`config.mk`:
```
export PLATFORM = sky130hd
export DESIGN_NAME = bct_ram
export DESIGN_NICKNAME = d
export VERILOG_FILES = /design/src/hw/rtl/bct_ram.sv
export SDC_FILE = /design/constraint.sdc
export NUM_CORES = 1
export LEC_CHECK = 0
export BUFFER_PORTS_ARGS = -buffer_cell sky130_fd_sc_hd__buf_2
export CAP_MARGIN = 20
export CORE_MARGIN = 3
export CORE_UTILIZATION = 35
export DETAILED_ROUTE_END_ITERATION = 6
export GPL_ROUTABILITY_DRIVEN = 0
export GPL_TIMING_DRIVEN = 0
export PLACE_DENSITY = 0.59
export SETUP_SLACK_MARGIN = 0.2
export SYNTH_ARGS = -nofsm -noshare
export SYNTH_HDL_FRONTEND = slang
export SYNTH_SLANG_ARGS = --single-unit
```
`constraint.sdc`:
```
create_clock -name clk -period 4.4 [get_ports clk]
set_clock_uncertainty 0.2 [all_clocks]
set_input_delay 0.88 -clock clk [delete_from_list [all_inputs] [get_ports clk]]
set_output_delay 0.88 -clock clk [all_outputs]
set_load 0.05 [all_outputs]
```
`src/hw/rtl/bct_ram.sv`:
```
// Generic single-port-write, single-port-read RAM with registered read data.
module bct_ram #(
  parameter int WIDTH = 8,
  parameter int DEPTH = 16
) (
  input  logic                     clk,
  input  logic                     wr_en,
  input  logic [$clog2(DEPTH)-1:0] wr_addr,
  input  logic [WIDTH-1:0]         wr_data,
  input  logic                     rd_en,
  input  logic [$clog2(DEPTH)-1:0] rd_addr,
  output logic [WIDTH-1:0]         rd_data
);

  logic [WIDTH-1:0] mem [DEPTH];
  logic [WIDTH-1:0] rd_data_r;

  always_ff @(posedge clk) begin
    if (wr_en) begin
      mem[wr_addr] <= wr_data;
    end
    if (rd_en) begin
      rd_data_r <= mem[rd_addr];
    end
  end

  assign rd_data = rd_data_r;

endmodule

```
After elaboration in Yosys (flattened, before gate mapping). Memories as Yosys holds them, arrays and structs flattened. A register that Yosys moved wholly into a read port is not among the register bits. Index checks and enable logic that the tools add are counted.

Output and inout bits: 8. Memories: 1. Bits in writable memories: 128. Flip-flop bits (word level): 0. Input bits: 19.

Memory list: mem (depth 16, bits a word 8, rd ports 1, clocked after memory_dff 1, wr ports 1, RTL line 15) `logic [WIDTH-1:0] mem [DEPTH];`.

Mux-type cells: 2.

Operators with widths (count): 1-bit 2-to-1 mux (2).

Logic depth before layout (Yosys ltp).
Word-level depth: 2. Gate-level depth with buffers: 5.

Least setup slack after synthesis. OpenSTA, ideal clock, no wires.

Path type: input to register. Start point: in wr_addr[2]. End point: mem mem[0][0] (enable). Stages: 2. Setup time: 0.383 ns. Data arrival time: 1.990 ns. Setup slack: 1.827 ns. Required time: 3.817 ns. Path through: or3b_2 > nor3_1.

RTL lines: start, declared (RTL line 8) `input logic [$clog2(DEPTH)-1:0] wr_addr,`; end, declared (RTL line 15).

Straight into the memory's write port.

Worst setup path after layout.
Start point: in wr_addr[2]. End point: mem mem[0][7] (enable).

Straight into the memory's write port.

==> flow_metrics.py <==
metrics = {
    "global_route": {
        "grt_pass1_vias": 2499,
        "track_usage": 0.1345,
        "grt_pass1_wl_mm": 15.57,
        "overflow": 0,
        "grt_max_degree": 17,
        "grt_antenna_before_repair": 0,
    },
    "timing": {
        "setup_violations": 0,
        "worst_slack_ps": 1983,
        "rsz0062_at_grt": "false",
        "period_minus_slack_ps": 2417,
        "finalMaxSlewViolations": 0,
        "period_share": 0.5492,
        "finalHoldViolations": 0,
        "max_freq_mhz": 413.8,
        "slew_headroom": 0.4253,
        "setup_tns_ps": 0,
        "tightest_slew_ps": 858.9,
    },
    "critical_path": {
        "critPathMaxStageDelay_ps": 550,
        "arrival_ps": 2340,
        "cpMaxStageDelayCell": "nor3_1",
        "path_delay_family": "simple AND/OR/NAND/NOR gates",
        "start_kind": "input port",
        "cp_cell_sequence": "buf_2, or3b_2, nor3_1, buf_4",
        "crit_required_ps": 4320,
        "crit_type": "in2reg",
        "path_max_fanout": 5,
        "worst_setup_path_end_kind": "register",
        "path_buf_inv": 2,
    },
    "route": {
        "final_antenna_net_count": 0,
        "drt_iter0_markers": 206,
        "wl_per_cell_um": 21.89,
        "drtPass1Iterations": 4,
        "via_per_inst": 5.082,
        "drt_wl_total_mm": 10.37,
        "vias": 2409,
        "drc": 0,
    },
    "place": {
        "dp_hpwl_mm": 6.714,
        "place_area_sq_mm": 0.005613,
        "numPortBuffers": 25,
        "preCtsSetupSlack_ps": 1536,
    },
    "cts": {
        "cts_setup_buffers": 0,
        "numCtsBuffers": 17,
        "cts_resized": 0,
        "clock_latency_ps": 410,
        "postCtsHoldBufs": 0,
        "cts_htree_levels": 4,
        "cts_sinks": 136,
        "clk_pin_slew_ps": 50,
        "clockBufferDepth": 2,
        "cts_tree": "built",
        "cts-root-buf": "clkbuf_16",
    },
    "power": {
        "ir_drop_mv": 0.3306,
        "p_leak_nw": 2.090,
        "fin_total_pwr_mw": 3.201,
        "p_per_area_mw_per_mm2": 510.4,
    },
    "floorplanning": {
        "die-area_sq_mm": 0.01644,
        "placeableCoreArea_sq_mm": 0.01459,
        "start_util": 0.3583,
        "rows": 44,
        "io_pins": 27,
        "die_h_um": 128.2,
        "die_w_um": 128.2,
    },
    "logic_synthesis": {
        "synth_ff_type": "edfxtp_1",
        "synth.distinct_cells": 18,
        "avgSynthCellArea_sq_um": 22.83,
        "synth_edf_count": 136,
        "syn_nets": 248,
        "synth_area_leaders": "edfxtp_1 (78%), mux4_2 (7.8%), mux4_1 (7.0%), a22oi_1 (2.3%), nor2_1 (0.93%)",
        "netlist_instances": 229,
        "yosysMostFrequentCell": "edfxtp_1",
        "synth.cell_area_sq_mm": 0.005228,
        "async_reset_ff_frac": 0,
        "seq_area_frac_synth": 0.7812,
        "synth_common_cells": "edfxtp_1 (136), mux4_2 (18), a22oi_1 (16), mux4_1 (14), nor2_1 (13)",
        "ys_seq_elements": 136,
        "netlist.area_leader.share": 0.7812,
        "synth_top_area_cell": "edfxtp_1",
        "yosys_warnings": 0,
    },
    "finish": {
        "syn_to_final_growth_pct": 19.99,
        "final_layout_size_suffix_gt1_frac": 0.3000,
        "postLayoutCoreUtil": 0.4299,
        "nFillCells": 1216,
        "nNetsFinal": 296,
        "stdcell_area_sq_mm": 0.006272,
        "antenna_cells": 0,
    },
    "min_path": {
        "hold_path.class": "reg2reg",
    },
    "run": {
        "max-cap-violations": 0,
    },
    "run_status": {
        "status": "finished, final reports clean",
    },
}
-- final timing paths --
path,to,from,slack [ps],cells past startpoint
worst min register to register,rd_data[0]$_DFFE_PP_,mem[15][0]$_DFFE_PP_,560,3
worst max register to register,rd_data[2]$_DFFE_PP_,mem[1][2]$_DFFE_PP_,2530,3
worst max-delay path,mem[0][7]$_DFFE_PP_,wr_addr[2],1980,4
worst min-delay path,rd_data[0]$_DFFE_PP_,mem[15][0]$_DFFE_PP_,560,3
-- placed cells by master, fill, tap and decap left out, drive strengths merged --
| master | n |
|---|---|
| nand3 | 1 |
| buf | 36 |
| nor2b | 1 |
| clkinvlp | 2 |
| clkbuf | 19 |
| nor2 | 13 |
| and2b | 1 |
| clkinv | 5 |
| nor3 | 4 |
| edfxtp | 136 |
| bufinv | 6 |
| and2 | 1 |
| nand2b | 2 |
| mux4 | 32 |
| clkdlybuf4s25 | 3 |
| a22oi | 16 |
| nand2 | 9 |
| nand3b | 2 |
| or3b | 1 |
-- per-layer routing --
| metal | vias up | track usage | wire (um) |
|---|---|---|---|
| met4 | 0 | 0.04682 | 114 |
| met1 | 1250 | 0.1923 | 4686 |
| li1 | 1079 | - | - |
| met5 | - | 0 | 0 |
| met3 | 7 | 0.04000 | 643 |
| met2 | 73 | 0.1968 | 4929 |
-- cells by family (layout without fill, tap and decap cells) --
family,after synthesis,count (layout),synth area share
compound gates,16,16,0.02298
buf+inv,10,71,0.01651
flops,136,136,0.7812
mux,32,32,0.1479
simple gates,35,35,0.03136
-- state kept, by name, indices dropped and copies added, names as in the netlist --
| name | count |
|---|---|
| mem | 128 |
| rd_data | 8 |
-- layout make-up --
cell class | instances | area [sq um] | area share
tap | 184 | 230.2 | 0.03670
sequential | 136 | 4084 | 0.6511
buffer | 10 | 86.33 | 0.01376
timing repair buffer | 29 | 155.1 | 0.02474
clock inverter | 13 | 226.5 | 0.03611
clock buffer | 19 | 432.9 | 0.06902
multi-input combinational | 83 | 1057 | 0.1686
-- tightest hold or removal path, cell delays in order, from the launching register on --
cell	delay (ps)
edfxtp_1	310
mux4_2	220
a22oi_1	50
nand2_1	70
-- stage by stage --
step                      cells  hold slack [ps]
after global routing        474            607.0
after CTS                   474            573.8
after global placement      438            547.9
after floorplan             229            504.8
after detailed placement    442            562.3
final                       474            564.4
-- report_power, final --
group | switching [mW] | leakage [nW] | internal (mW)
sequential | 0.00596 | 1.24 | 1.46
clock | 0.514 | 0.315 | 1.06
combinational | 0.105 | 0.539 | 0.0570
Note: power is estimated with default switching activity, not from simulation.
