==> config.mk <==
export PLATFORM = sky130hd
export DESIGN_NAME = bct_seq
export DESIGN_NICKNAME = d
export VERILOG_FILES = /design/src/hw/rtl/bct_pkg.sv /design/src/hw/rtl/bct_seq.sv
export SDC_FILE = /design/constraint.sdc
export NUM_CORES = 1
export LEC_CHECK = 0
export BUFFER_PORTS_ARGS = -buffer_cell sky130_fd_sc_hd__buf_4
export CAP_MARGIN = 0
export CORE_AREA = 2 2 39 41
export CTS_BUF_LIST = sky130_fd_sc_hd__clkbuf_8
export DETAILED_ROUTE_END_ITERATION = 16
export DIE_AREA = 0 0 41 43
export PLACE_DENSITY = 0.62
export SLEW_MARGIN = 20
export SYNTH_ARGS = -nofsm -noshare
export SYNTH_HDL_FRONTEND = slang
export SYNTH_SLANG_ARGS = --single-unit
==> constraint.sdc <==
create_clock -name clk -period 2.5 [get_ports clk]
set_input_delay 0.25 -clock clk [delete_from_list [all_inputs] [get_ports clk]]
set_output_delay 0.25 -clock clk [all_outputs]
set_load 0.02 [all_outputs]
==> src/hw/rtl/bct_pkg.sv <==
// Shared constants, codes and control types for the bus cycle trace capture block.
package bct_pkg;

  localparam int FIFO_DEPTH = 256;
  localparam int PTR_W      = $clog2(FIFO_DEPTH);
  localparam int CNT_W      = $clog2(FIFO_DEPTH + 1);
  localparam int MAX_BATCH  = 64;
  localparam int BATCH_W    = $clog2(MAX_BATCH + 1);
  localparam int SEQ_W      = 32;
  localparam int ADDR_W     = 16;
  localparam int DATA_W     = 8;
  localparam int ENTRY_W    = SEQ_W + ADDR_W + DATA_W + 1;

  localparam logic [DATA_W-1:0] STOP_OPCODE   = 8'hDB;
  localparam logic [SEQ_W-1:0]  DEFAULT_LIMIT = 32'd10000;

  localparam logic CAUSE_STOP  = 1'b0;
  localparam logic CAUSE_LIMIT = 1'b1;

  typedef enum logic [1:0] {
    OP_ARM   = 2'd0,
    OP_BUS   = 2'd1,
    OP_POLL  = 2'd2,
    OP_ABORT = 2'd3
  } op_t;

  typedef enum logic [1:0] {
    KIND_SAMPLE = 2'd0,
    KIND_DONE   = 2'd1,
    KIND_NONE   = 2'd2
  } kind_t;

  typedef enum logic [1:0] {
    ALU_INC = 2'd0,
    ALU_DEC = 2'd1,
    ALU_GE  = 2'd2
  } alu_op_t;

  typedef enum logic [2:0] {
    S_IDLE     = 3'd0,
    S_DISPATCH = 3'd1,
    S_BUS_CHK  = 3'd2,
    S_POP_RD   = 3'd3,
    S_POP_OUT  = 3'd4,
    S_REPORT   = 3'd5
  } state_t;

  typedef struct packed {
    logic start_acc;
    op_t  op;
    logic armed;
    logic fifo_empty;
    logic pop_last;
  } seq_stat_t;

  typedef struct packed {
    logic    busy;
    logic    latch;
    logic    arm;
    logic    abort;
    logic    cnt_inc;
    logic    bus_check;
    logic    pop_rd;
    logic    pop_out;
    logic    report;
    alu_op_t alu_op;
  } seq_ctrl_t;

endpackage

==> src/hw/rtl/bct_seq.sv <==
// Sequencer: steps each request through dispatch, counter check, pop and report states.
module bct_seq (
  input  logic               clk,
  input  logic               rst_n,
  input  bct_pkg::seq_stat_t stat,
  output bct_pkg::seq_ctrl_t ctrl
);

  bct_pkg::state_t state_r, state_nxt;

  always_ff @(posedge clk) begin
    if (!rst_n) begin
      state_r <= bct_pkg::S_IDLE;
    end else begin
      state_r <= state_nxt;
    end
  end

  always_comb begin
    state_nxt = state_r;
    ctrl      = '0;
    ctrl.busy = (state_r != bct_pkg::S_IDLE);
    ctrl.alu_op = bct_pkg::ALU_INC;
    unique case (state_r)
      bct_pkg::S_IDLE: begin
        if (stat.start_acc) begin
          ctrl.latch = 1'b1;
          state_nxt  = bct_pkg::S_DISPATCH;
        end
      end
      bct_pkg::S_DISPATCH: begin
        unique case (stat.op)
          bct_pkg::OP_ARM: begin
            ctrl.arm  = 1'b1;
            state_nxt = bct_pkg::S_IDLE;
          end
          bct_pkg::OP_ABORT: begin
            ctrl.abort = 1'b1;
            state_nxt  = bct_pkg::S_IDLE;
          end
          bct_pkg::OP_BUS: begin
            if (stat.armed) begin
              ctrl.cnt_inc = 1'b1;
              ctrl.alu_op  = bct_pkg::ALU_INC;
              state_nxt    = bct_pkg::S_BUS_CHK;
            end else begin
              state_nxt = bct_pkg::S_IDLE;
            end
          end
          bct_pkg::OP_POLL: begin
            state_nxt = stat.fifo_empty ? bct_pkg::S_REPORT : bct_pkg::S_POP_RD;
          end
          default: state_nxt = bct_pkg::S_IDLE;
        endcase
      end
      bct_pkg::S_BUS_CHK: begin
        ctrl.bus_check = 1'b1;
        ctrl.alu_op    = bct_pkg::ALU_GE;
        state_nxt      = bct_pkg::S_IDLE;
      end
      bct_pkg::S_POP_RD: begin
        ctrl.pop_rd = 1'b1;
        ctrl.alu_op = bct_pkg::ALU_DEC;
        state_nxt   = bct_pkg::S_POP_OUT;
      end
      bct_pkg::S_POP_OUT: begin
        ctrl.pop_out = 1'b1;
        state_nxt    = stat.pop_last ? bct_pkg::S_IDLE : bct_pkg::S_POP_RD;
      end
      bct_pkg::S_REPORT: begin
        ctrl.report = 1'b1;
        state_nxt   = bct_pkg::S_IDLE;
      end
      default: state_nxt = bct_pkg::S_IDLE;
    endcase
  end

endmodule

# [Yosys cells after proc, flatten, opt, wreduce, memory -nomap -nowiden]
# Cells that the tools add are included.
[totals] input_bits=8 ff_bits=3
[op_classes] mux=18 eq_ne=9 n_reduce_logical=4
[op_table] cell="3-bit case mux with 4 select lines" count=1
[op_table] cell="1-bit two-way mux" count=10
[op_table] cell="3-bit two-way mux" count=3
[op_table] cell="3-bit case mux with 3 select lines" count=1
[op_table] cell="3-bit by 2-bit == test with 1-bit output (second input constant)" count=2
[op_table] cell="3-bit == test (second input constant)" count=2
[op_table] cell="2-bit == test (second input constant)" count=2
[op_table] cell="2-bit two-way mux" count=2
[op_table] cell="2-bit case mux with 2 select lines" count=1
[op_table] cell="3-bit by 1-bit == test with 1-bit output (second input constant)" count=1
[op_table] cell="3-bit logical NOT" count=1
[op_table] cell="3-bit nonzero test" count=1
[op_table] cell="2-bit by 1-bit == test with 1-bit output (second input constant)" count=1
[op_table] cell="2-bit logical NOT" count=1
[op_table] cell="2-bit != test (second input constant)" count=1
[op_table] cell="2-bit OR reduction" count=1

# [Longest topological paths before layout]
# Gate-level depths: netlist of the first run.
[depth] ltp_word=4 depth_mapped=5

# [Worst setup path after synthesis of the first run]
# No wires, ideal clock.
[synth_path] path_type="reg2out" startpoint="reg state_r[2]" endpoint="out ctrl[9] (netlist bit)" path_slack_ns=1.028 t_arrival_ns=1.222 path_stages_with_launch=4 cell_sequence="dfxtp_1 > buf_2 > or3_1 > nor2_1"
[synth_lines] item="from (decl)" line="bct_seq.sv:9" rtl="bct_pkg::state_t state_r, state_nxt;"
[synth_lines] item="from (signal assigned)" line="bct_seq.sv:13" rtl="state_r <= bct_pkg::S_IDLE;"
[synth_lines] item="from (signal assigned)" line="bct_seq.sv:15" rtl="state_r <= state_nxt;"
[synth_lines] item="to (decl)" line="bct_seq.sv:6" rtl="output bct_pkg::seq_ctrl_t ctrl"

==> flow_summary.yaml, run 1 <==
outcome:
  status: "completed"
floorplanning:
  io_pins: 19
  start_util_pct: 23.2
  die_width_um: 41
  core_area_um2: 1380
  die_h_um: 43
  std_cell_rows: 14
  dieArea_um2: 1760
place:
  gp_congestion: 0.699
  port_buffers: 18
  place_hpwl_um: 554
  detailed_place.area_um2: 472
final_layout:
  largest_reg_flops: 3
  nets: 71
  drive_gt1_share_pct: 44.8
  design_area_um2: 517
  reg_top3: "state_r: 3 flops"
  area_growth_syn_to_layout_pct: 60.7
  layout_commonest_cell: "buf_4"
  fill_cells: 147
  regMostFlops: "state_r"
  final-seq-area_um2: 60.1
  final_core_util_pct: 37.3
  layout_common_cells: "buf_4, inv_1, and2_1, ha_1"
  multiInputGateArea_um2: 241
  diodes: 0
synth:
  yosysWarnings: 0
  ys_seq_elements: 3
  synth_flop_cell: "dfxtp_1"
  synth.cell_area_um2: 322
  synth_area_per_cell_um2: 8.69
  ys_async_sr_fraction_pct: 0
  netlist_instances: 37
  seq_area_frac_synth_pct: 18.7
  synth_edf_count: 0
  synth_nets: 49
  ys_types: 21
power_and_ir_drop:
  vdd_drop_max_uv: 162
  finalPower_uw: 247
  power.density_nw_per_um2: 479
  leakagePower_uw: 0.000268
setup_path:
  start_kind: "flip-flop"
  required_ns: 2.25
  setup.worst_path.start: "state_r[1]$_SDFFE_PN0P_"
  critPathArrivalTime_ns: 1.30
  crit_type: "reg2out"
  timing.rr.start: "state_r[2]$_SDFFE_PN0P_"
  cp_max_fo: 8
  worst_setup_path_end_kind: "output port"
  regToRegSetupSlack_ns: 1.23
  reg2reg_depth: 3
  r2r-end: "state_r[2]$_SDFFE_PN0P_"
  endpoint: "ctrl[9]"
clock_network:
  clockBufferDepth: 2
  cts.sinks: 3
  cts_root_buf: "clkbuf_8"
  postCtsResizedCells: 0
  cts_tree: "done"
  htreeDepth: 1
  cts_hold_buf: 0
  cts_inserted_buffers: 3
  clk_latency_ns: 0.21
  cts.clk_slew.worst_paths_ns: 0.03
  postCtsSetupBuffers: 0
timing:
  tightestPinTransition_ns: 0.347
  period_share_pct: 62.1
  worst_hold_slack_ns: 0.358
  clock.fmax_mhz: 644
  final_max_slew_viol_count: 0
  setup_tns_ns: 0
  fin_skew_ns: 0.00153
  hold_violations: 0
  grt_setup_unrepaired: "no"
  setup_violations: 0
  min_period_ns: 1.55
  maxSlewHeadroom_pct: 76.8
grt:
  grt_overflow: 0
  grt_pass1_wl_mm: 1.19
  grt_pass1_vias: 296
  grt_use_total_pct: 10.2
  grt_max_degree: 12
  antenna_found_initial: 0
route:
  routedWlPerCell_um: 9.77
  first_pass_iters: 2
  drtAntennaViolNets: 0
  first_iter_violations: 1
  drt-vias-per-instance: 4.22
  drc: 0
  vias: 312
  routed_wl_um: 723
job:
  maxCapViolations: 0
worst_hold_path:
  min_path_type: "in2reg"
==> per-layer routing <==
layer	vias up	wire length [um]	track usage, %
li1	170	-	-
met1	129	316	14.4
met2	13	331	11.6
met3	0	76	4.19
met4	0	0	8.00
met5	-	0	0
==> cells in the mapped netlist, drive strengths merged (2+ instances only) <==
library cell	n	area, um^2
and2	5	31.3
and3b	3	26.3
dfxtp	3	60.1
ha	4	50.1
inv	4	15.0
nor2	2	7.51
nor2b	2	12.5
nor3b	3	33.8
==> how the worst min path moves through the flow <==
stage          startpoint  slack [ns]  cells after the start                      end
5_1_grt             rst_n        0.38                      3  state_r[0]$_SDFFE_PN0P_
3_3_place_gp        rst_n        0.58                      3  state_r[0]$_SDFFE_PN0P_
3_5_place_dp        rst_n        0.57                      3  state_r[0]$_SDFFE_PN0P_
2_1_floorplan       rst_n        0.43                      2  state_r[0]$_SDFFE_PN0P_
4_1_cts             rst_n        0.35                      3  state_r[0]$_SDFFE_PN0P_
6_report            rst_n        0.36                      3  state_r[0]$_SDFFE_PN0P_
==> power by group <==
part           leakage [uW]  switching [uW]  internal [uW]
clock network     0.0000269            30.9            104
logic              0.000217            29.2           28.0
registers         0.0000244            4.43           50.6
total              0.000268            64.5            183
==> kinds of logic (layout without fill, tap and decap cells) <==
kind of cell	count (synthesis)	in the layout	synth area share, %
fa+ha+maj	4	4	15.6
compound gates	5	5	16.0
simple gates	20	20	43.6
flops	3	3	18.7
buf+inv	5	26	6.22
==> final cells by class <==
| cell class | instances | share of cell area (%) |
|---|---|---|
| multi-input combinational | 29 | 46.7 |
| timing repair buffer | 18 | 26.2 |
| sequential | 3 | 11.6 |
| clock buffer | 3 | 7.99 |
| tap | 16 | 3.87 |
| inverter | 4 | 2.91 |
| clock inverter | 1 | 0.726 |
==> critical path, stage by stage, from the launching register on <==
cell	delay, ns
dfxtp_1	0.37
or3_1	0.45
nor2_1	0.12
buf_4	0.15
==> stage by stage <==
step	setup slack, ns	instances
6_report	0.948	74
5_1_grt	0.849	74
4_1_cts	0.944	74
3_5_place_dp	1.19	70
3_3_place_gp	1.19	70
2_1_floorplan	1.03	37
No activity file was read; power rests on OpenSTA's default activity.
==> run 2: changes to the inputs <==
- ABC_AREA: not set -> 1
- PLACE_DENSITY: 0.62 -> 0.61
- clock period: 2.5 -> 1.6 ns (I/O delays scaled with it)
==> run 2 against run 1 <==
Net effect:
- synthesized cell count increased by 49%
- power increased by 57%
- non-clock buffer count unchanged
- setup slack got worse by 0.77 ns
- clock power increased by 61%
- critical endpoint is now ctrl[6]
- combinational power increased by 47%
- utilization decreased by 0.63 points
==> flow_summary.yaml, run 2 <==
route:
  first_iter_violations: 12
  vias: 372
  first_pass_iters: 2
  routed_wl_um: 713
  drt-vias-per-instance: 4.04
  drtAntennaViolNets: 0
  drc: 0
  routedWlPerCell_um: 7.75
power_and_ir_drop:
  leakagePower_uw: 0.000312
  power.density_nw_per_um2: 765
  vdd_drop_max_uv: 361
  finalPower_uw: 388
floorplanning:
  start_util_pct: 23.1
  dieArea_um2: 1760
  die_h_um: 43
  io_pins: 19
  core_area_um2: 1380
  std_cell_rows: 14
  die_width_um: 41
synth:
  synth_edf_count: 0
  yosysWarnings: 0
  synthTopCellsByCount: "inv_1, nand2_1, nor2_1"
  synthMuxAreaShare_pct: 0
  synth_top_family_by_area: "simple AND/OR/NAND/NOR gates"
  seq_area_frac_synth_pct: 18.8
  synth_xor_area_share_pct: 0
  synth_flop_cell: "dfxtp_1"
  yosys-top-cells-area: "dfxtp_1, ha_1, inv_1"
  synth_nets: 67
  synth.cell_area_um2: 319
  netlist_instances: 55
  ys_seq_elements: 3
  synth_compound_area_share_pct: 6.27
  ys_types: 15
  yosys.area_share.adder_pct: 15.7
  synth_top_area_share_pct: 18.8
  yosysMostFrequentCell: "inv_1"
  synth-simple-area-share_pct: 38.0
  synth_area_per_cell_um2: 5.80
  ys_async_sr_fraction_pct: 0
  synth_area_leader_cell: "dfxtp_1"
setup_path:
  r2r-end: "state_r[1]$_SDFFE_PN0P_"
  start_kind: "flip-flop"
  crit_chain: "nand2_2 > nor2_2 > inv_1 > nor2_1 > buf_4"
  cp_num_cells: 5
  reg2reg_depth: 4
  timing.rr.start: "state_r[0]$_SDFFE_PN0P_"
  cp_num_buf_inv: 2
  cp_top_family: "flip-flops"
  cp_max_fo: 8
  worst_setup_path_end_kind: "output port"
  regToRegSetupSlack_ns: 0.58
  critPathArrivalTime_ns: 1.26
  cpPeakStageDelay_ns: 0.47
  crit_type: "reg2out"
  slowest_stage: "dfxtp_1"
  required_ns: 1.44
clock_network:
  cts_inserted_buffers: 3
  cts_root_buf: "clkbuf_8"
  clk_latency_ns: 0.22
  clockBufferDepth: 2
  cts_tree: "done"
  htreeDepth: 1
  postCtsSetupBuffers: 0
  cts.sinks: 3
  cts_hold_buf: 0
  cts.clk_slew.worst_paths_ns: 0.03
  postCtsResizedCells: 0
grt:
  grt_overflow: 0
  grt_pass1_vias: 330
  grt_max_degree: 9
  grt_pass1_wl_mm: 1.23
  grt_use_total_pct: 10.2
  antenna_found_initial: 0
timing:
  maxSlewHeadroom_pct: 81.0
  min_period_ns: 1.42
  setup_tns_ns: 0
  fin_skew_ns: 0.00429
  clock.fmax_mhz: 705
  final_max_slew_viol_count: 0
  grt_setup_unrepaired: "no"
  tightestPinTransition_ns: 0.285
  hold_violations: 0
  setup_violations: 0
  period_share_pct: 88.7
final_layout:
  diodes: 0
  fill_cells: 157
  area_growth_syn_to_layout_pct: 59.2
  reg_top3: "state_r: 3 flops"
  layout_common_cells: "buf_4, inv_1, nand2_1, nor2_1, ha_1"
  layout_commonest_cell: "buf_4"
  largest_reg_flops: 3
  drive_gt1_share_pct: 34.2
  regMostFlops: "state_r"
  nets: 89
place:
  place_hpwl_um: 604
  port_buffers: 18
  gp_congestion: 0.740
outcome:
  status: "completed"
worst_hold_path:
  min_from: "rst_n"
  whs_endpoint: "state_r[2]$_SDFFE_PN0P_"
  min_path_cells: 3
  min_path_type: "in2reg"
job:
  maxCapViolations: 0
[run 2: changes by cell type after synthesis, moves of 2 or more]
cell     delta
nand2_1    +10
inv_1       +9
nor2_1      +8
and2_1      -4
and3b_1     -3
inv_2       +2
nor2b_1     -2
nor3_1      +2
nor3b_1     -2
[run 2: worst reg2reg max path, stage by stage (launching register included)]
cell and delay (ns):
dfxtp_1 0.47, nand2_2 0.13, nor2_2 0.13, nand3_1 0.09, a21oi_1 0.14
[run 2: per-stage QoR]
| step | hold WS [ns] | util [%] | worst slack, ns | cells | cell area [um^2] |
|---|---|---|---|---|---|
| 2_1_floorplan | 0.258 | - | 0.357 | 55 | 319 |
| 3_3_place_gp | 0.373 | 33.5 | 0.446 | 88 | 463 |
| 3_5_place_dp | 0.375 | 33.5 | 0.402 | 88 | 463 |
| 4_1_cts | 0.154 | 36.7 | 0.165 | 92 | 508 |
| 5_1_grt | 0.196 | 36.7 | 0.0784 | 92 | 508 |
| 6_report | 0.159 | 36.7 | 0.181 | 92 | 508 |
[run 2: report_power, final]
group / internal, uW / switching (uW)
clock network: 164 / 54.0
registers: 78.9 / 7.54
logic: 38.1 / 46.1
total: 281 / 108
[run 2: worst max-delay path by stage]
| stage | startpoint | slack [ns] | end |
|---|---|---|---|
| 2_1_floorplan | state_r[0]$_SDFFE_PN0P_ | 0.36 | ctrl[9] |
| 3_3_place_gp | state_r[0]$_SDFFE_PN0P_ | 0.45 | ctrl[8] |
| 3_5_place_dp | state_r[0]$_SDFFE_PN0P_ | 0.40 | ctrl[6] |
| 4_1_cts | state_r[0]$_SDFFE_PN0P_ | 0.17 | ctrl[6] |
| 5_1_grt | state_r[0]$_SDFFE_PN0P_ | 0.08 | ctrl[7] |
| 6_report | state_r[0]$_SDFFE_PN0P_ | 0.18 | ctrl[6] |
[run 2: cells by family after synthesis]
group,after synthesis
buf+inv,16
simple gates,28
fa+ha+maj,4
compound gates,4
flops,3
[run 2: area by class of cell]
type | count | area, um^2 | share of cell area [%]
flip-flops and latches | 3 | 60.1 | 11.8
repair buffers | 18 | 135 | 26.6
clock inverters | 1 | 3.75 | 0.739
multi-input cells | 36 | 191 | 37.7
clock buffers | 3 | 41.3 | 8.13
well taps | 16 | 20.0 | 3.94
inverters | 15 | 56.3 | 11.1
[run 2: routing by layer]
layer	part of all wire [%]	up-vias	wire [um]	track usage (%)
li1	-	202	-	-
met1	41	159	295	14.1
met2	52	9	374	13.4
met3	4.5	2	32	1.57
met4	1.4	0	10	8.00
met5	0	-	0	0
