$ cat src/hw/rtl/bct_pkg.sv
// Shared constants, codes and control types for the bus cycle trace capture block.
package bct_pkg;

  localparam int FIFO_DEPTH = 256;
  localparam int PTR_W      = $clog2(FIFO_DEPTH);
  localparam int CNT_W      = $clog2(FIFO_DEPTH + 1);
  localparam int MAX_BATCH  = 64;
  localparam int BATCH_W    = $clog2(MAX_BATCH + 1);
  localparam int SEQ_W      = 32;
  localparam int ADDR_W     = 16;
  localparam int DATA_W     = 8;
  localparam int ENTRY_W    = SEQ_W + ADDR_W + DATA_W + 1;

  localparam logic [DATA_W-1:0] STOP_OPCODE   = 8'hDB;
  localparam logic [SEQ_W-1:0]  DEFAULT_LIMIT = 32'd10000;

  localparam logic CAUSE_STOP  = 1'b0;
  localparam logic CAUSE_LIMIT = 1'b1;

  typedef enum logic [1:0] {
    OP_ARM   = 2'd0,
    OP_BUS   = 2'd1,
    OP_POLL  = 2'd2,
    OP_ABORT = 2'd3
  } op_t;

  typedef enum logic [1:0] {
    KIND_SAMPLE = 2'd0,
    KIND_DONE   = 2'd1,
    KIND_NONE   = 2'd2
  } kind_t;

  typedef enum logic [1:0] {
    ALU_INC = 2'd0,
    ALU_DEC = 2'd1,
    ALU_GE  = 2'd2
  } alu_op_t;

  typedef enum logic [2:0] {
    S_IDLE     = 3'd0,
    S_DISPATCH = 3'd1,
    S_BUS_CHK  = 3'd2,
    S_POP_RD   = 3'd3,
    S_POP_OUT  = 3'd4,
    S_REPORT   = 3'd5
  } state_t;

  typedef struct packed {
    logic start_acc;
    op_t  op;
    logic armed;
    logic fifo_empty;
    logic pop_last;
  } seq_stat_t;

  typedef struct packed {
    logic    busy;
    logic    latch;
    logic    arm;
    logic    abort;
    logic    cnt_inc;
    logic    bus_check;
    logic    pop_rd;
    logic    pop_out;
    logic    report;
    alu_op_t alu_op;
  } seq_ctrl_t;

endpackage

$ cat src/hw/rtl/bct_alu.sv
// Shared 32-bit increment / decrement / compare unit.
module bct_alu (
  input  bct_pkg::alu_op_t          op,
  input  logic [bct_pkg::SEQ_W-1:0] a,
  input  logic [bct_pkg::SEQ_W-1:0] b,
  output logic [bct_pkg::SEQ_W-1:0] res,
  output logic                      ge
);

  always_comb begin
    res = a;
    ge  = 1'b0;
    unique case (op)
      bct_pkg::ALU_INC: res = a + 32'd1;
      bct_pkg::ALU_DEC: res = a - 32'd1;
      bct_pkg::ALU_GE:  ge  = (a >= b);
      default:          res = a;
    endcase
  end

endmodule

$ cat config.mk
export PLATFORM = sky130hd
export DESIGN_NAME = bct_alu
export DESIGN_NICKNAME = d
export VERILOG_FILES = /design/src/hw/rtl/bct_pkg.sv /design/src/hw/rtl/bct_alu.sv
export SDC_FILE = /design/constraint.sdc
export NUM_CORES = 1
export LEC_CHECK = 0
export ABC_AREA = 1
export BUFFER_PORTS_ARGS = -buffer_cell sky130_fd_sc_hd__clkbuf_2
export CAP_MARGIN = 10
export CELL_PAD_IN_SITES_DETAIL_PLACEMENT = 1
export CELL_PAD_IN_SITES_GLOBAL_PLACEMENT = 1
export CORE_MARGIN = 4
export CORE_UTILIZATION = 32
export DETAILED_ROUTE_END_ITERATION = 7
export PLACE_DENSITY_LB_ADDON = 0.05
export SLEW_MARGIN = 20
export SYNTH_ARGS = -nofsm -noshare
export SYNTH_HDL_FRONTEND = slang
export SYNTH_SLANG_ARGS = --single-unit
$ cat constraint.sdc
create_clock -name vclk -period 2.48
set_clock_uncertainty 0.15 [all_clocks]
set_input_delay 0.496 -clock vclk [all_inputs]
set_output_delay 0.496 -clock vclk [all_outputs]
set_load 0.02 [all_outputs]
==> impl_metrics.csv, run 1 <==
group,metric,value,unit
synth,ys_seq_area_frac,0,
outcome,haltStage,"5_1_grt",
synth,netlist_area,3418,um2
synth,avgSynthCellArea,5.087,um2
synth,syn-num-nets,771,
outcome,status,"stopped before the end",
global_routing,grt_max_degree,26,
die,row_count,37,
place,place_hpwl,13.74,mm
clock_network,ctsHoldBuffers,0,
die,fp.dieH,111.4,um
synth,postSynthCellCount,672,
place,numPortBuffers,99,
die,dieWidth,111.4,um
die,start_util,0.3296,
place,routabilityCongestion,0.8807,
outcome,error,"[ERROR DPL-0033] detailed placement checks failed during check placement.",
synth,yosysWarnings,0,
die,pin_count,99,
timing,worst_endpoint,"res[14]",
timing,worstEndpointType,"top-level output",
global_routing,antenna_found_initial,1,
synth,synth.distinct_cells,39,
==> cells in the mapped netlist, drive strengths merged (10+ instances only) <==
cell,count,share of area
nor2,45,0.055
xor2,14,0.049
ha,33,0.12
a41oi,20,0.051
nand4,10,0.018
nand3,52,0.078
a21oi,28,0.042
o21ai,21,0.031
nand2,276,0.31
inv,129,0.14
buf,12,0.036
==> stage by stage <==
| stage | setup WS (ns) | area [um2] | cells |
|---|---|---|---|
| 4_1_cts | -0.3897 | 6285 | 1051 |
| 3_5_place_dp | -0.5401 | 5191 | 1031 |
| 3_3_place_gp | -0.4869 | 5191 | 1031 |
| 2_1_floorplan | -0.08189 | 3595 | 672 |
==> logic make-up after synthesis <==
group,share of synthesized area
compound gates,0.1486
xor+xnor,0.06186
fa+ha+maj,0.1208
simple gates,0.4854
buf+inv,0.1834
==> timing repair <==
action / 4_1_cts
endpoints found under the setup margin: 31
buffers inserted: 19
gates resized for setup: 225
pin swaps: 61
cloned: 1
==> inputs of run 2 (changes only) <==
--- a/config.mk
+++ b/config.mk
@@ -8,12 +8,10 @@
 export ABC_AREA = 1
 export BUFFER_PORTS_ARGS = -buffer_cell sky130_fd_sc_hd__clkbuf_2
 export CAP_MARGIN = 10
-export CELL_PAD_IN_SITES_DETAIL_PLACEMENT = 1
-export CELL_PAD_IN_SITES_GLOBAL_PLACEMENT = 1
 export CORE_MARGIN = 4
-export CORE_UTILIZATION = 32
+export CORE_UTILIZATION = 20
 export DETAILED_ROUTE_END_ITERATION = 7
-export PLACE_DENSITY_LB_ADDON = 0.05
+export PLACE_DENSITY_LB_ADDON = 0.15
 export SLEW_MARGIN = 20
 export SYNTH_ARGS = -nofsm -noshare
 export SYNTH_HDL_FRONTEND = slang
==> constraint.sdc (replaced) <==
create_clock -name vclk -period 3.2
set_clock_uncertainty 0.15 [all_clocks]
set_input_delay 0.64 -clock vclk [all_inputs]
set_output_delay 0.64 -clock vclk [all_outputs]
set_load 0.02 [all_outputs]
==> run 2 against run 1 <==
  * The flow now finishes without violations
  * Area after synthesis is the same
  * Synthesized cell count is the same
==> impl_metrics.csv, run 2 <==
group,metric,value,unit
outcome,status,"complete, no violations",
global_routing,grt_pass1_vias,4485,
route,ant_nets,0,
pwr,ir_drop,0.04721,mV
timing,finalCritPeriodShare,0.9777,
layout,fin_area,5577,um2
layout,final_core_util,0.3351,
synth,netlist_area,3418,um2
die,die-area,19250,um2
synth,synthAdderAreaFrac,0.1208,
place,numPortBuffers,99,
synth,avgSynthCellArea,5.087,um2
pwr,power,883.6,uW
critical_path,cp_data_required_time,2.41,ns
timing,hold_violations,0,
layout,final_common_cell,"nand2_1",
critical_path,path_max_fanout,7,
hold_path,whs_path_depth,3,
timing,worst_slew_pin_slew,0.4568,ns
critical_path,critical_path_class,"input port to primary output",
synth,synth_simple_gate_area_frac,0.4854,
synth,netlist_top_cells_count,"nand2_1, inv_1, nand3_1",
route,drt_iter0_drc,227,
hold_path,hold_path_class,"input port to primary output",
route,wire_per_inst,13.41,um
pwr,cellLeakagePower,0.003163,uW
layout,design.seq.count,0,
synth,yosysWarnings,0,
critical_path,crit_path_end_kind,"primary output",
global_routing,globalRouteOverflowTotal,0,
synth,synth_xor_area_frac,0.06186,
critical_path,slowest_delay,0.23,ns
synth,synth.distinct_cells,39,
layout,syn2layout_area_growth,63.14,%
synth,ys_seq_area_frac,0,
die,row_count,47,
synth,postSynthCellCount,672,
layout,antenna_cells,0,
synth,syn-num-nets,771,
die,pin_count,99,
layout,nets,962,
layout,seqCellArea,0,um2
route,routed_via_density,4.287,
global_routing,grt_pass1_wl,22.85,mm
critical_path,crit_top_cell,"nand2_1",
job,drv_cap,0,
timing,max_slew_margin,0.6915,
synth,yosysMostFrequentCell,"nand2_1",
timing,layout_min_cycle_time,3.129,ns
global_routing,grt.total_usage,0.1409,
synth,synth_top_area_frac,0.2932,
die,core,16640,um2
global_routing,antenna_found_initial,0,
layout,drive_gt1_frac,0.4111,
layout,clock_buffers,0,
synth,synth.largest_area_cell,"nand2_1",
route,drc,0,
layout,final_cell_mix,"nand2_1, inv_1, buf_4, clkbuf_2, nand2_2",
clock_network,ctsHoldBuffers,0,
route,drtPass1Iterations,4,
global_routing,grt_max_degree,28,
timing,rsz0062_at_grt,"true",
die,dieWidth,138.7,um
synth,synth_top_family_by_area,"simple AND/OR/NAND/NOR gates",
place,place_area,4707,um2
critical_path,setup.worst_path.start_class,"input port",
die,fp.dieH,138.7,um
timing,drv_slew,0,
synth,synth.area.mux_share,0,
critical_path,crit_path_top_delay_cell,"xor2_4",
synth,synth_area_leaders,"nand2_1, inv_1, ha_1",
critical_path,crit_arrival,2.34,ns
critical_path,crit_chain,"buf_12 -> clkinv_8 -> nand2_8 -> buf_12 -> buf_12 -> xor2_4 -> buf_4 -> nand3_4 -> nor3_2 -> nand2_1 -> nand2_1 -> nand2_1 -> nand3_1 -> nand2_1 -> buf_6",
route,wl,14.49,mm
timing,max_freq,0.3196,GHz
route,vias,4634,
die,start_util,0.2054,
synth,synth-compound-area-share,0.1486,
place,routabilityCongestion,0.8329,
place,place_hpwl,12.30,mm
timing,setup_viol,0,
pwr,power_density,158.4,nW/um2
## run 2: cell counts after synthesis
No cell type changed its count.
## run 2: layer usage
metal | track usage | wire, um | vias to the layer above
li1 | - | - | 2519
met1 | 0.2187 | 7467 | 2034
met2 | 0.2269 | 6462 | 77
met3 | 0.007241 | 500 | 4
met4 | 0.003605 | 61 | 0
met5 | 0 | 0 | -
## run 2: worst paths after layout
check                 startpoint  endpoint
worst max-delay path       op[1]   res[27]
worst min-delay path        a[0]    res[0]
## run 2: final cells by class
type | instances | area (um2)
fill | 1898 | 11070
inverter | 129 | 501.7
multi-input combinational | 526 | 3264
tap | 220 | 275.3
timing repair buffer | 206 | 1535
## run 2: worst max-delay path, delay by kind of cell
family                 cells  cell delay [ns]
AND/OR/NAND/NOR            8             0.74
XOR/XNOR                   1             0.23
buffers and inverters      6             0.72
## run 2: cell families after synthesis
logic type | count (synthesis)
and+or+nand+nor | 395
AOI/OAI and AO/OA | 79
buffers and inverters | 146
adders and majority gates | 33
xor gates and xnor gates | 19
## run 2: metrics by stage
step,hold slack (ns),setup TNS [ns],setup slack (ns),std cells
5_1_grt,1.504,-0.2983,-0.04854,1081
2_1_floorplan,1.258,0,0.02164,672
3_5_place_dp,1.491,-1.009,-0.1335,1055
4_1_cts,1.491,-0.03200,-0.01399,1063
6_report,1.492,0,0.07133,1081
3_3_place_gp,1.499,-1.369,-0.1582,1055
## run 2: power by group
group | internal [uW] | leakage, uW | switching [uW]
sequential | 0 | 0 | 0
clock | 0 | 0 | 0
combinational | 378 | 0.00316 | 505
## run 2: what timing repair did
item | CTS | global route
pin swaps | 10 | 56
buffers inserted | 7 | 16
setup endpoints to repair | 17 | 25
cloned | 1 | 3
gates resized for setup | 54 | 159
No activity file was read; power rests on OpenSTA's default activity.
==> inputs of run 3 (changes only) <==
--- a/config.mk
+++ b/config.mk
@@ -11,6 +11,7 @@
 export CORE_MARGIN = 4
 export CORE_UTILIZATION = 20
 export DETAILED_ROUTE_END_ITERATION = 7
+export MAX_ROUTING_LAYER = met4
 export PLACE_DENSITY_LB_ADDON = 0.15
 export SLEW_MARGIN = 20
 export SYNTH_ARGS = -nofsm -noshare
==> run 3 against run 2 <==
  * Critical path depth unchanged
  * Final area hardly changed
  * Setup slack barely moved
  * Largest cell class unchanged
==> impl_metrics.csv, run 3 (synthesized netlist as in run 2, its figures left out) <==
group,metric,value,unit
layout,design.seq.count,0,
pwr,power_density,158.4,nW/um2
layout,final_cell_mix,"nand2_1, inv_1, buf_4, clkbuf_2, nand2_2",
pwr,swShare,0.5724,
critical_path,setup.worst_path.start_class,"input port",
die,fp.dieH,138.7,um
global_routing,grt_pass1_vias,4492,
layout,nets,962,
place,place_hpwl,12.30,mm
layout,final_cells,1081,
route,wl,14.47,mm
clock_network,ctsHoldBuffers,0,
timing,drv_slew,0,
pwr,intPower,377.7,uW
timing,max_freq,0.3196,GHz
timing,setup-tns-final,0,ns
job,drv_cap,0,
route,vias,4630,
critical_path,crit_arrival,2.34,ns
layout,antenna_cells,0,
layout,drive_gt1_frac,0.4111,
place,dpl_worst_slack,-0.1335,ns
critical_path,crit_path_end_kind,"primary output",
pwr,power_frac_seq,0,
route,drc,0,
die,dieWidth,138.7,um
critical_path,cp_data_required_time,2.41,ns
pwr,switchingPower,505.5,uW
timing,finalCritPeriodShare,0.9778,
layout,final_core_util,0.3349,
critical_path,path_max_fanout,7,
global_routing,globalRouteOverflowTotal,0,
timing,worst_slew_pin_slew,0.4486,ns
place,placedCellCount,1055,
timing,hold_violations,0,
timing,setup_slack,0.07111,ns
critical_path,critical_path_class,"input port to primary output",
die,pin_count,99,
route,wire_per_inst,13.39,um
timing,timing.hold.ws,1.492,ns
die,start_util,0.2054,
route,routed_via_density,4.283,
timing,max_slew_margin,0.6970,
global_routing,antenna_found_initial,0,
place,numPortBuffers,99,
route,drt_iter0_drc,203,
pwr,power.share.clock,0,
global_routing,grt_pass1_wl,22.85,mm
layout,seqCellArea,0,um2
timing,setup_viol,0,
die,row_count,47,
die,die-area,19250,um2
place,routabilityCongestion,0.8457,
layout,final_common_cell,"nand2_1",
route,ant_nets,0,
route,drtPass1Iterations,4,
outcome,status,"complete, no violations",
die,core,16640,um2
layout,clock_buffers,0,
hold_path,hold_path_class,"input port to primary output",
pwr,ir_drop,0.04721,mV
global_routing,grt_max_degree,28,
pwr,comb_power_share,1.000,
layout,syn2layout_area_growth,63.07,%
timing,rsz0062_at_grt,"true",
pwr,cellLeakagePower,0.003162,uW
timing,layout_min_cycle_time,3.129,ns
global_routing,grt.total_usage,0.1448,
-- run 3: cell counts in the layout (fill, tap and decap cells not counted) --
No cell type changed its count.
-- run 3: what timing repair did --
action,CTS,global route
pin swaps,10,56
setup buffers,7,16
setup endpoints to repair,17,25
resized for setup,54,158
cloned,1,3
endpoints found under the hold margin,0,0
-- run 3: final timing paths --
check	startpoint	to	depth (start not counted)
worst max-delay path	op[1]	res[27]	15
worst min-delay path	a[0]	res[0]	3
-- run 3: layer usage --
metal	GRT usage	routed length, um	part of all wire
met1	0.2201	7592	0.52
met2	0.2264	6444	0.45
met3	0.004828	374	0.026
met4	0.003605	61	0.0042
met5	-	0	0
-- run 3: final cells by class --
class	instances	area [um2]
fill	1899	11070
inverter	129	501.7
multi-input combinational	526	3264
tap	220	275.3
timing repair buffer	206	1533
-- run 3: critical path, cell delays in order --
cell	delay [ns]
buf_12	0.10
clkinv_8	0.05
nand2_8	0.10
buf_12	0.14
buf_12	0.14
xor2_4	0.23
buf_4	0.16
nand3_4	0.10
nor3_2	0.20
nand2_1	0.10
nand2_1	0.06
nand2_1	0.04
nand3_1	0.07
nand2_1	0.07
buf_6	0.13
-- run 3: through the flow --
stage          power [uW]  instance area, um2
2_1_floorplan       423.0                3418
3_3_place_gp        732.5                4707
3_5_place_dp        726.3                4707
4_1_cts             775.6                4959
5_1_grt             979.3                5574
6_report            883.2                5574
-- run 3: power groups by stage --
stage                     clock network (uW)  registers (uW)  logic, uW
after floorplan                            0               0        423
after global placement                     0               0        733
after detailed placement                   0               0        726
after CTS                                  0               0        776
after global routing                       0               0        979
final                                      0               0        883
==> inputs of run 4 (changes only) <==
--- a/config.mk
+++ b/config.mk
@@ -5,7 +5,6 @@
 export SDC_FILE = /design/constraint.sdc
 export NUM_CORES = 1
 export LEC_CHECK = 0
-export ABC_AREA = 1
 export BUFFER_PORTS_ARGS = -buffer_cell sky130_fd_sc_hd__clkbuf_2
 export CAP_MARGIN = 10
 export CORE_MARGIN = 4
@@ -13,7 +12,6 @@
 export DETAILED_ROUTE_END_ITERATION = 7
 export MAX_ROUTING_LAYER = met4
 export PLACE_DENSITY_LB_ADDON = 0.15
-export SLEW_MARGIN = 20
 export SYNTH_ARGS = -nofsm -noshare
 export SYNTH_HDL_FRONTEND = slang
 export SYNTH_SLANG_ARGS = --single-unit
==> run 4 against run 3 <==
  * The flow now finishes with violations (setup timing)
  * Synthesized cell count is 37% lower
  * Critical path depth is 3 lower
  * Setup slack worse by 0.55 ns
  * Global-route usage grew 0.68 points
  * Largest power group unchanged
  * Combinational power fell by 31%
  * Largest cell class unchanged
  * Power down 31%
  * Hold slack lost 0.033 ns
  * Highest routed layer unchanged
  * Sequential share of layout area unchanged
  * Non-clock buffer count increased by 23
  * Routed wire length fell by 15%
==> impl_metrics.csv, run 4 <==
group,metric,value,unit
outcome,status,"complete, but fails checks",
outcome,violations,"setup timing",
pwr,power.share.clock,0,
place,placedCellCount,789,
pwr,switchingPower,323.1,uW
layout,fillers,1448,
global_routing,grt_pass1_wl,20.02,mm
synth,synth_simple_gate_area_frac,0.3283,
pwr,ir_drop,0.05273,mV
place,numPortBuffers,99,
die,dieWidth,126.1,um
die,row_count,42,
layout,final_cell_mix,"buf_4, clkbuf_2, nor2_1, inv_1, ha_1",
route,drt_iter0_drc,280,
critical_path,cp_data_required_time,2.41,ns
timing,setup_slack,-0.4805,ns
route,drtPass1Iterations,5,
pwr,power_frac_seq,0,
pwr,swShare,0.5306,
synth,netlist_area,2790,um2
route,wire_per_inst,15.36,um
pwr,cellLeakagePower,0.002386,uW
global_routing,grt_max_degree,24,
synth,synth.largest_area_cell,"ha_1",
hold_path,hold_path_class,"input port to primary output",
timing,finalCritPeriodShare,1.150,
critical_path,setup.worst_path.start_class,"input port",
synth,ys_seq_area_frac,0,
pwr,comb_power_share,1.000,
critical_path,critPathLaunch,"op[1]",
global_routing,grt.total_usage,0.1517,
critical_path,crit_path_end_kind,"primary output",
synth,netlist_top_cells_count,"nor2_1, inv_1, ha_1",
job,drv_cap,0,
route,ant_nets,0,
layout,final_common_cell,"buf_4",
layout,multi_input_area,2985,um2
die,die-area,15910,um2
synth,syn-num-nets,524,
route,wl,12.24,mm
synth,synthAdderAreaFrac,0.1480,
global_routing,antenna_found_initial,0,
synth,synth.area.mux_share,0.05516,
timing,max_slew_margin,0.6605,
clock_network,ctsHoldBuffers,0,
synth,postSynthCellCount,425,
timing,hold_violations,0,
hold_path,worstHoldStart,"a[31]",
global_routing,globalRouteOverflowTotal,0,
die,core,13450,um2
timing,max_freq,0.2717,GHz
synth,synth_area_leaders,"ha_1, xor2_1, nor2_1",
synth,synth_top_family_by_area,"simple AND/OR/NAND/NOR gates",
timing,drv_slew,0,
timing,rsz0062_at_grt,"true",
synth,avgSynthCellArea,6.565,um2
die,start_util,0.2074,
timing,worst_slew_pin_slew,0.5074,ns
critical_path,crit_arrival,2.89,ns
layout,nets,722,
timing,setup_viol,25,
timing,layout_min_cycle_time,3.681,ns
layout,antenna_cells,0,
die,fp.dieH,126.1,um
global_routing,grt_pass1_vias,3924,
place,routabilityCongestion,0.8889,
synth,yosysWarnings,0,
synth,synth_xor_area_frac,0.1130,
route,vias,3808,
synth,yosysMostFrequentCell,"nor2_1",
route,drc,0,
layout,design.seq.count,0,
pwr,intPower,285.9,uW
route,routed_via_density,4.778,
synth,synth-compound-area-share,0.2493,
synth,synth.distinct_cells,61,
layout,clock_buffers,0,
synth,synth_top_area_frac,0.1480,
layout,drive_gt1_frac,0.5137,
layout,final_cells,797,
hold_path,whs_path_depth,3,
critical_path,critical_path_class,"input port to primary output",
critical_path,path_max_fanout,4,
pwr,power_density,121.8,nW/um2
place,dpl_worst_slack,-0.4846,ns
place,place_hpwl,10.32,mm
die,pin_count,99,
layout,syn2layout_area_growth,79.19,%
layout,seqCellArea,0,um2
## run 4: cell count changes after synthesis, moves of 11 or more
| cell | delta |
|---|---|
| nor3_1 | +13 |
| nand3_1 | -26 |
| a41oi_1 | -19 |
| a21o_1 | +18 |
| inv_1 | -92 |
| or3_1 | +13 |
| mux2i_1 | +12 |
| buf_2 | +11 |
| nand2_1 | -242 |
## run 4: kinds of logic after synthesis
| family | Yosys count |
|---|---|
| AND/OR/NAND/NOR | 175 |
| AO/OA/AOI/OAI | 100 |
| buffers and inverters | 67 |
| adder cells (fa/ha/maj) | 33 |
| multiplexers | 14 |
| XOR/XNOR | 36 |
## run 4: worst paths after layout
path,to,slack [ns]
worst min-delay path,res[31],1.46
worst max-delay path,res[28],-0.48
## run 4: routing by layer
| metal | part of all wire | global-route usage |
|---|---|---|
| met1 | 0.49 | 0.2276 |
| met2 | 0.45 | 0.2338 |
| met3 | 0.050 | 0.006774 |
| met4 | 0.0066 | 0.01388 |
| met5 | 0 | - |
## run 4: power groups by stage
stage / combinational (uW) / sequential [uW] / clock (uW)
after floorplan: 293 / 0 / 0
after global placement: 532 / 0 / 0
after detailed placement: 539 / 0 / 0
after CTS: 589 / 0 / 0
after global routing: 668 / 0 / 0
final: 609 / 0 / 0
## run 4: metrics by stage
stage | TNS (ns) | hold WS (ns) | total power [uW] | area [um2] | util
finish | -6.379 | 1.459 | 609.0 | 5000 | 0.3717
CTS | -6.160 | 1.463 | 588.9 | 4803 | 0.3571
floorplan | -6.356 | 1.217 | 292.8 | 2969 | -
global placement | -7.150 | 1.446 | 531.9 | 4415 | 0.3282
detailed placement | -7.441 | 1.454 | 539.0 | 4415 | 0.3282
global route | -9.090 | 1.498 | 667.7 | 5000 | 0.3717
## run 4: area by class of cell
type | instances | share of cell area
inverters | 34 | 0.02553
repair buffers | 229 | 0.3333
well taps | 176 | 0.04404
multi-input cells | 358 | 0.5971
## run 4: worst max-delay path, cell delays in order
cell	delay (ns)
buf_6	0.09
nand2b_4	0.14
xnor2_2	0.13
ha_2	0.17
or3_4	0.40
o21ai_4	0.18
a21oi_4	0.10
a21oi_4	0.19
nor2_4	0.07
mux2i_1	0.14
or4_4	0.49
buf_8	0.14
## run 4: repair_timing
item	in CTS	in global routing
endpoints found under the setup margin	26	26
buffers inserted	6	3
gates resized for setup	74	53
pin swaps	23	24
